`src/rtl/tc8_pkg.sv`:
```
// Shared types, codes and tables for the prescaled 8-bit timer/counter.
package tc8_pkg;

  typedef enum logic [1:0] {
    CMD_TICK           = 2'd0,
    CMD_WRITE          = 2'd1,
    CMD_CLEAR_OVF      = 2'd2,
    CMD_PRESCALE_RESET = 2'd3
  } cmd_t;

  // clock_select codes
  localparam logic [2:0] CS_STOPPED  = 3'd0;
  localparam logic [2:0] CS_DIV1     = 3'd1;
  localparam logic [2:0] CS_DIV8     = 3'd2;
  localparam logic [2:0] CS_DIV64    = 3'd3;
  localparam logic [2:0] CS_DIV256   = 3'd4;
  localparam logic [2:0] CS_DIV1024  = 3'd5;
  localparam logic [2:0] CS_PIN_FALL = 3'd6;
  localparam logic [2:0] CS_PIN_RISE = 3'd7;

  localparam int CFG_ADDR_W = 3;
  localparam logic [0:0] REG_CLOCK_SELECT = 1'b0;

  localparam int EDGE_DELAY_DEPTH_DEFAULT = 4;

  typedef struct packed {
    cmd_t       cmd;
    logic       pin_level;
    logic [7:0] write_value;
  } item_t;

  typedef struct packed {
    logic       counted;
    logic       overflow_flag;
    logic [7:0] count_value;
  } result_t;

  // Low prescaler bits that must be zero for a count in internal modes.
  function automatic logic [9:0] div_mask(input logic [2:0] cs);
    logic [9:0] m;
    unique case (cs)
      CS_DIV8:    m = 10'd7;
      CS_DIV64:   m = 10'd63;
      CS_DIV256:  m = 10'd255;
      CS_DIV1024: m = 10'd1023;
      CS_STOPPED, CS_DIV1, CS_PIN_FALL, CS_PIN_RISE: m = 10'd0;
      default:    m = 10'd0;
    endcase
    return m;
  endfunction

endpackage

```
`src/rtl/tc8_core.sv`:
```
// Timer state and single-pass next-state logic for one item.
module tc8_core import tc8_pkg::*; #(
  parameter int EDGE_DELAY_DEPTH = EDGE_DELAY_DEPTH_DEFAULT
) (
  input  logic       clk,
  input  logic       rst,
  input  logic       accept,
  input  item_t      item,
  input  logic [2:0] clock_select,
  output result_t    result
);

  localparam int IDX_W = $clog2(EDGE_DELAY_DEPTH);
  localparam logic [IDX_W-1:0] IDX_LAST = IDX_W'(EDGE_DELAY_DEPTH - 1);

  logic [7:0]                  counter, counter_next;
  logic                        overflow, overflow_next;
  logic [9:0]                  prescale_count, prescale_count_next;
  logic                        pin_previous, pin_previous_next;
  logic [EDGE_DELAY_DEPTH-1:0] slots, slots_next;
  logic [IDX_W-1:0]            slot_in, slot_in_next;
  logic [IDX_W-1:0]            slot_out, slot_out_next;
  logic                        pending, pending_next;
  logic                        inc;
  logic                        edge_hit;

  always_comb begin
    counter_next        = counter;
    overflow_next       = overflow;
    prescale_count_next = prescale_count;
    pin_previous_next   = pin_previous;
    slots_next          = slots;
    slot_in_next        = slot_in;
    slot_out_next       = slot_out;
    pending_next        = pending;
    inc                 = 1'b0;
    edge_hit            = 1'b0;

    unique case (item.cmd)
      CMD_TICK: begin
        pin_previous_next = item.pin_level;
        edge_hit = (clock_select == CS_PIN_FALL && pin_previous && !item.pin_level) ||
                   (clock_select == CS_PIN_RISE && !pin_previous && item.pin_level);
        if (edge_hit) begin
          slots_next[slot_in] = 1'b1;
        end
        priority if (clock_select == CS_STOPPED) begin
          inc = 1'b0;
        end else if (clock_select >= CS_PIN_FALL) begin
          inc = slots_next[slot_out];
          slots_next[slot_out] = 1'b0;
          slot_in_next  = (slot_in == IDX_LAST) ? '0 : slot_in + 1'b1;
          slot_out_next = (slot_out == IDX_LAST) ? '0 : slot_out + 1'b1;
        end else begin
          prescale_count_next = prescale_count + 10'd1;
          inc = ((prescale_count_next & div_mask(clock_select)) == 10'd0);
          if (pending) begin
            prescale_count_next = '0;
            pending_next        = 1'b0;
          end
          slots_next = '0;
        end
      end
      CMD_WRITE:          counter_next  = item.write_value;
      CMD_CLEAR_OVF:      overflow_next = 1'b0;
      CMD_PRESCALE_RESET: pending_next  = 1'b1;
      default:            pending_next  = pending;
    endcase

    if (inc) begin
      if (counter == 8'hff) begin
        counter_next  = '0;
        overflow_next = 1'b1;
      end else begin
        counter_next = counter + 8'd1;
      end
    end

    result.count_value   = counter_next;
    result.overflow_flag = overflow_next;
    result.counted       = inc;
  end

  always_ff @(posedge clk) begin
    if (rst) begin
      counter        <= '0;
      overflow       <= 1'b0;
      prescale_count <= '0;
      pin_previous   <= 1'b0;
      slots          <= '0;
      slot_in        <= '0;
      slot_out       <= IDX_LAST;
      pending        <= 1'b0;
    end else if (accept) begin
      counter        <= counter_next;
      overflow       <= overflow_next;
      prescale_count <= prescale_count_next;
      pin_previous   <= pin_previous_next;
      slots          <= slots_next;
      slot_in        <= slot_in_next;
      slot_out       <= slot_out_next;
      pending        <= pending_next;
    end
  end

endmodule

```
`src/rtl/timer_counter_8bit_prescaled_unit.sv`:
```
// Top level of the prescaled 8-bit timer/counter: stream ports, register port, output skid.
//
//  channel   | direction | contents
//  ----------+-----------+---------------------------------------------
//  s_*       | in        | items: tuser cmd, tdata pin_level/write_value
//  m_*       | out       | results: count_value, overflow_flag, counted
//  APB       | in/out    | clock_select register at byte address 0
//
// One item per cycle while s_tready is high: each transfer updates the timer state in
// the cycle it is taken; its result is registered in the output register or the skid.
// A two-deep output (register plus skid) keeps s_tready high for one more
// transfer while m_tready is low; it drops only once both stages are full.
// Synchronous reset clears the timer state, clock_select and both stages.
module timer_counter_8bit_prescaled_unit import tc8_pkg::*; #(
  parameter int EDGE_DELAY_DEPTH = EDGE_DELAY_DEPTH_DEFAULT
) (
  input  logic                  clk,
  input  logic                  rst,
  // input stream
  input  logic                  s_tvalid,
  output logic                  s_tready,
  input  logic [15:0]           s_tdata,   // [0] pin_level, [8:1] write_value, rest zero
  input  logic [1:0]            s_tuser,   // [1:0] cmd
  // output stream
  output logic                  m_tvalid,
  input  logic                  m_tready,
  output logic [15:0]           m_tdata,   // [7:0] count_value, [8] overflow_flag,
                                           // [9] counted, rest zero
  // register port
  input  logic                  psel,
  input  logic                  penable,
  input  logic                  pwrite,
  input  logic [CFG_ADDR_W-1:0] paddr,
  input  logic [31:0]           pwdata,
  output logic [31:0]           prdata,
  output logic                  pready
);

  logic [2:0] clock_select;
  logic       accept;
  logic       take;
  item_t      item;
  result_t    result;
  result_t    out_data, skid_data;
  logic       out_valid, skid_valid;
  logic       reg_hit;

  // Register port: always ready, one register.
  assign pready  = 1'b1;
  assign reg_hit = (paddr[CFG_ADDR_W-1:2] == REG_CLOCK_SELECT);
  assign prdata  = reg_hit ? {29'd0, clock_select} : 32'd0;

  always_ff @(posedge clk) begin
    if (rst) begin
      clock_select <= CS_STOPPED;
    end else if (psel && penable && pwrite && pready && reg_hit) begin
      clock_select <= pwdata[2:0];
    end
  end

  // Input unpacking
  assign item.cmd         = cmd_t'(s_tuser);
  assign item.pin_level   = s_tdata[0];
  assign item.write_value = s_tdata[8:1];

  assign s_tready = !skid_valid;
  assign accept   = s_tvalid && s_tready;
  assign take     = out_valid && m_tready;

  tc8_core #(
    .EDGE_DELAY_DEPTH(EDGE_DELAY_DEPTH)
  ) u_core (
    .clk          (clk),
    .rst          (rst),
    .accept       (accept),
    .item         (item),
    .clock_select (clock_select),
    .result       (result)
  );

  // Output register with skid stage; the skid fills only while a result stalls.
  always_ff @(posedge clk) begin
    if (rst) begin
      out_valid  <= 1'b0;
      skid_valid <= 1'b0;
    end else if (skid_valid) begin
      if (take) begin
        out_data   <= skid_data;
        skid_valid <= 1'b0;
      end
    end else if (accept) begin
      if (out_valid && !take) begin
        skid_data  <= result;
        skid_valid <= 1'b1;
      end else begin
        out_data  <= result;
        out_valid <= 1'b1;
      end
    end else if (take) begin
      out_valid <= 1'b0;
    end
  end

  assign m_tvalid = out_valid;
  assign m_tdata  = {6'd0, out_data.counted, out_data.overflow_flag, out_data.count_value};

endmodule

```
`config.mk`:
```
export PLATFORM = sky130hd
export DESIGN_NAME = timer_counter_8bit_prescaled_unit
export DESIGN_NICKNAME = d
export VERILOG_FILES = /design/src/rtl/tc8_pkg.sv /design/src/rtl/tc8_core.sv /design/src/rtl/timer_counter_8bit_prescaled_unit.sv
export SDC_FILE = /design/constraint.sdc
export NUM_CORES = 1
export LEC_CHECK = 0
export BUFFER_PORTS_ARGS = -buffer_cell sky130_fd_sc_hd__buf_2
export CORE_MARGIN = 2
export CORE_UTILIZATION = 55
export CTS_CLUSTER_SIZE = 8
export DETAILED_ROUTE_END_ITERATION = 8
export PLACE_DENSITY = 0.93
export SLEW_MARGIN = 20
export SYNTH_ARGS = -nofsm -noshare
export SYNTH_HDL_FRONTEND = slang
export SYNTH_SLANG_ARGS = --single-unit
```
`constraint.sdc`:
```
create_clock -name clk -period 8.4 [get_ports clk]
set_input_delay 1.26 -clock clk [delete_from_list [all_inputs] [get_ports clk]]
set_output_delay 1.26 -clock clk [all_outputs]
set_load 0.005 [all_outputs]
```
# Yosys cells after proc, flatten, opt, wreduce, memory -nomap -nowiden
# Memory sizes are Yosys's and may differ from the RTL's. A register that Yosys moved wholly into a read port is not among the register bits.
# Index checks and enable logic that the tools add are counted.
# Widths: inputs -> output; s select.
dict set report word_totals {
  ff_bits 54
  mem_bits_ro 80
  out_inout_bits 51
  n_memories 1
}
dict set report classes {
  n_addsub 4
  order_cmp 5
  n_eq_ne 13
  n_mux 42
  bitwise_logic 9
  n_reduce_logical 30
}
# name words word_bits read_ports rd_ports_with_merged_regs wr line_no
set mem_list {}
lappend mem_list {{(no name shown)} 8 10 1 1 0 tc8_pkg.sv:41} ;# unique case (cs)
# operator n
set ops {}
lappend ops {{$mux 10} 8}
lappend ops {{$mux 8} 3}
lappend ops {{$reduce_and 4->1} 5}
lappend ops {{$mux 1} 18}
lappend ops {{$mux 4} 4}
lappend ops {{$logic_and 1x1->1} 12}
lappend ops {{$add 10x1->10 const B} 1}
lappend ops {{$and 10x10->10} 1}
lappend ops {{$logic_not 10->1} 1}
lappend ops {{$ne 2x2->1 const B} 5}
lappend ops {{$mux 3} 3}
lappend ops {{$add 8x1->8 const B} 1}
lappend ops {{$eq 2x2->1 const B} 4}
lappend ops {{$eq 8x8->1 const B} 1}
lappend ops {{$eq 3x3->1 const B} 2}
lappend ops {{$lt 2x3->1 const B} 2}
lappend ops {{$reduce_bool 2->1} 3}
lappend ops {{$not 1->1} 5}
lappend ops {{$add 2x1->2 const B} 2}
lappend ops {{$and 4x4->4} 1}
lappend ops {{$demux 1 s2} 2}
lappend ops {{$ge 2x1->1 const B} 2}
lappend ops {{$logic_not 1->1} 4}
lappend ops {{$mux 2} 2}
lappend ops {{11 further kinds} 11}

# Longest topological paths before layout
dict set report depth {
  word_depth 16
  depth_mapped 11
  depth_no_buf 10
}

# Modules after synthesis
# Synthesis repeated with hierarchy kept, for this count alone.
dict set report hier_totals {
  cells_unflattened 393
  area_unflattened_um2 3502.1
}
# mod instances cells_per_inst area_each_um2
set modules_own_cells {}
lappend modules_own_cells {tc8_core 1 297 2268.4}
lappend modules_own_cells {timer_counter_8bit_prescaled_unit 1 96 1233.7}

# Worst setup path after synthesis
# Ideal clock, no wire load.
dict set report synth_path {
  kind {input -> register}
  from {input port s_tdata[0]}
  to {register out_data, in the netlist m_tdata[0] (data pin)}
  t_arrival_ns 3.196
  setup_slack_ns 4.944
  path_stages 9
  path_buffers 1
  cell_sequence {or3b_4 -> a2111oi_4 -> o32a_2 -> o21ai_2 -> o21a_1 -> buf_6 -> inv_2 -> mux2_2 -> mux2_2}
}
# item line_no
set synth_lines {}
lappend synth_lines {{start: declaration} timer_counter_8bit_prescaled_unit.sv:22} ;# input logic [15:0] s_tdata,
lappend synth_lines {{end signal: assignment} timer_counter_8bit_prescaled_unit.sv:88} ;# out_data <= skid_data;
lappend synth_lines {{end signal: assignment} timer_counter_8bit_prescaled_unit.sv:96} ;# out_data <= result;
lappend synth_lines {{end: declaration} timer_counter_8bit_prescaled_unit.sv:44} ;# result_t out_data, skid_data;

==> results.cfg <==
[outcome]
status = finished clean

[setup_path]
reg2reg_setup_slack_ns = 5.05
start_kind = input pin
rr_startpoint = u_core.prescale_count[0]
endpoint_kind = register
crit_slowest_cell = o21a_1
path_cells = buf_2, nand3b_1, a21oi_1, o32a_2, o21ai_2, o21a_1, inv_2, mux2_2, mux2_2
path_class = input pin to register
crit_fanout = 18
cpMostUsedCell = mux2_2
r2r_cells = 9
max_stage_delay_ns = 0.68
required_ns = 8.48
arrival_ns = 3.85
timing.rr.end = m_tdata[0]

[global_routing]
overflow = 0
grt_max_degree = 39
grt_pass1_vias = 2719
grt.total_usage = 0.2103
grt_pass1_wl_mm = 11.97
antenna_found_initial = 0

[synthesis]
synth_common_cells = nor2_1 (46), buf_4 (38), dfxtp_1 (38)
yosysSeqAreaShare = 0.3853
ys_async_sr_fraction = 0
ys_top_cells_by_area = dfxtp_1 (22%), edfxtp_1 (17%), buf_4 (8.1%), ha_1 (5.3%), a21oi_1 (5.0%)
synth_area_mm2 = 0.003533
yosysTopAreaCellShare = 0.2153
synthCells = 395
synth_area_per_cell_um2 = 8.945
synth_cell_types = 61
synth_edf_count = 20
synth_most_common_cell = nor2_1
synthFlopType = dfxtp_1
ys_ff_latch = 58
yosysTopAreaCell = dfxtp_1
yosysWarnings = 0

[floorplan]
die_h_um = 84.15
core_area_mm2 = 0.006277
die_area_mm2 = 0.007081
rows = 29
die_w_um = 84.15
ios = 111
floorplan.initialDensity = 0.5629

[cts]
clkSlewWorstSetupHoldPaths_ns = 0.06
numCtsBuffers = 9
cts.repair.resized = 0
root_buffer = clkbuf_8
cts_tree = built
clockBufferDepth = 2
cts_hold_buf = 0
clock_latency_ns = 0.34
cts_max_level = 3
postCtsSetupBuffers = 0
cts.sinks = 58

[sta]
clock_skew_ns = 0.007178
maxSlewViolCount = 0
layout_setup_ws_ns = 4.639
finalSetupViolations = 0
hold_viol_final = 0
fin_crit_ns = 3.761
hold_slack_ns = 0.4797
fin_tns_setup_ns = 0
timing.final.crit_share = 0.4478
fmax_mhz = 265.9
worst_pin_slew_ns = 0.7852
slew_headroom = 0.4765
grt_setup_unrepaired = false

[cells_and_area]
diodes = 0
drive_gt1_frac = 0.1865
fin_cells = 506
syn2layout_area_growth_pct = 8.180
fin_nets = 499

[drt]
drc = 0
postRouteAntennaNets = 0
drt_wl_total_mm = 7.396
firstDrtPassIters = 4
wl_per_cell_um = 14.62
dr_total_vias = 2946
vias_per_cell = 5.822
drt_iter0_markers = 242

[placed_design]
port_buffers = 36
place_ws_ns = 4.357
dp_cells = 490
dp_hpwl_mm = 5.237
routabilityCongestion = 0.8723

[min_path]
hold_depth = 2
hold_path.startpoint = u_core.pin_previous
hold_end = u_core.pin_previous
min_path_type = register to register

[run]
cap_viol_max_count = 0

[pwr]
power_density_mw_per_mm2 = 168.7
p_leak_nw = 1.566
ir_worst_vdd_mv = 0.1898
==> power by group <==
| group | switching, mW | total (mW) | internal, mW |
|---|---|---|---|
| Clock | 0.109 | 0.274 | 0.165 |
| Sequential | 0.00761 | 0.308 | 0.300 |
| Combinational | 0.0366 | 0.0632 | 0.0265 |
==> stage by stage <==
stage	instance area [um^2]	utilization	total power [mW]
6_report	3822	0.6089	0.6449
5_1_grt	3822	0.6089	0.6715
4_1_cts	3814	0.6075	0.6472
3_5_place_dp	3605	0.5742	0.3753
3_3_place_gp	3605	0.5742	0.3720
2_1_floorplan	3661	-	0.3675
==> registers in the layout, indices dropped and copies added (netlist names), named ones only <==
register,flops
m_tdata,10
u_core.pin_previous,1
u_core.slot_out,2
u_core.counter,8
u_core.slots,4
clock_select,3
u_core.overflow,1
skid_valid,1
m_tvalid,1
skid_data,10
u_core.slot_in,2
u_core.pending,1
u_core.prescale_count,10
==> metal layers <==
metal / vias up / track usage / wire length, um
met4: 0 / 0.08211 / 101
li1: 1407 / - / -
met3: 9 / 0.06096 / 554
met1: 1415 / 0.2345 / 2929
met5: - / 0 / 0
met2: 115 / 0.3766 / 3811
==> how the worst max path moves through the flow <==
stage | slack, ns | endpoint | startpoint | cells after the start
2_1_floorplan | 4.94 | m_tdata[0] | s_tdata[0] | 9
5_1_grt | 4.57 | m_tdata[0] | s_tdata[0] | 9
3_5_place_dp | 4.36 | m_tdata[0] | s_tdata[0] | 9
6_report | 4.64 | m_tdata[0] | s_tdata[0] | 9
4_1_cts | 4.68 | m_tdata[0] | s_tdata[0] | 9
3_3_place_gp | 4.42 | m_tdata[0] | s_tdata[0] | 9
==> final cells by class <==
cell class	count	area, um^2
flip-flops and latches	58	1361
fillers	538	2455
clock buffers	10	127.6
repair buffers	38	195.2
inverters	17	63.81
clock inverters	6	81.33
multi-input cells	300	1897
well taps	77	96.34
==> cells by family after synthesis <==
group	after synthesis	synth area share
simple gates	128	0.1795
compound gates	93	0.1746
buf+inv	71	0.1183
fa+ha+maj	15	0.05312
other cells	2	0.002125
xor+xnor	5	0.01240
mux	23	0.07472
flops	58	0.3853
==> placed cells by master, fill, tap and decap left out, types with 9 or more instances in the layout <==
master    instances
a21oi_1          35
buf_2            36
clkbuf_8          9
conb_1           36
dfxtp_1          38
edfxtp_1         20
ha_1             15
inv_1            16
mux2_2           11
nand2_1          18
nand3_1          11
nor2_1           46
nor3_1           15
o21ai_0          12
==> worst max-delay path, delay by kind of cell <==
kind	cells	cell delay [ns]
compound gates	4	1.33
buf+inv	2	0.38
mux	2	0.65
simple gates	1	0.23
Note: power is estimated with default switching activity, not from simulation.
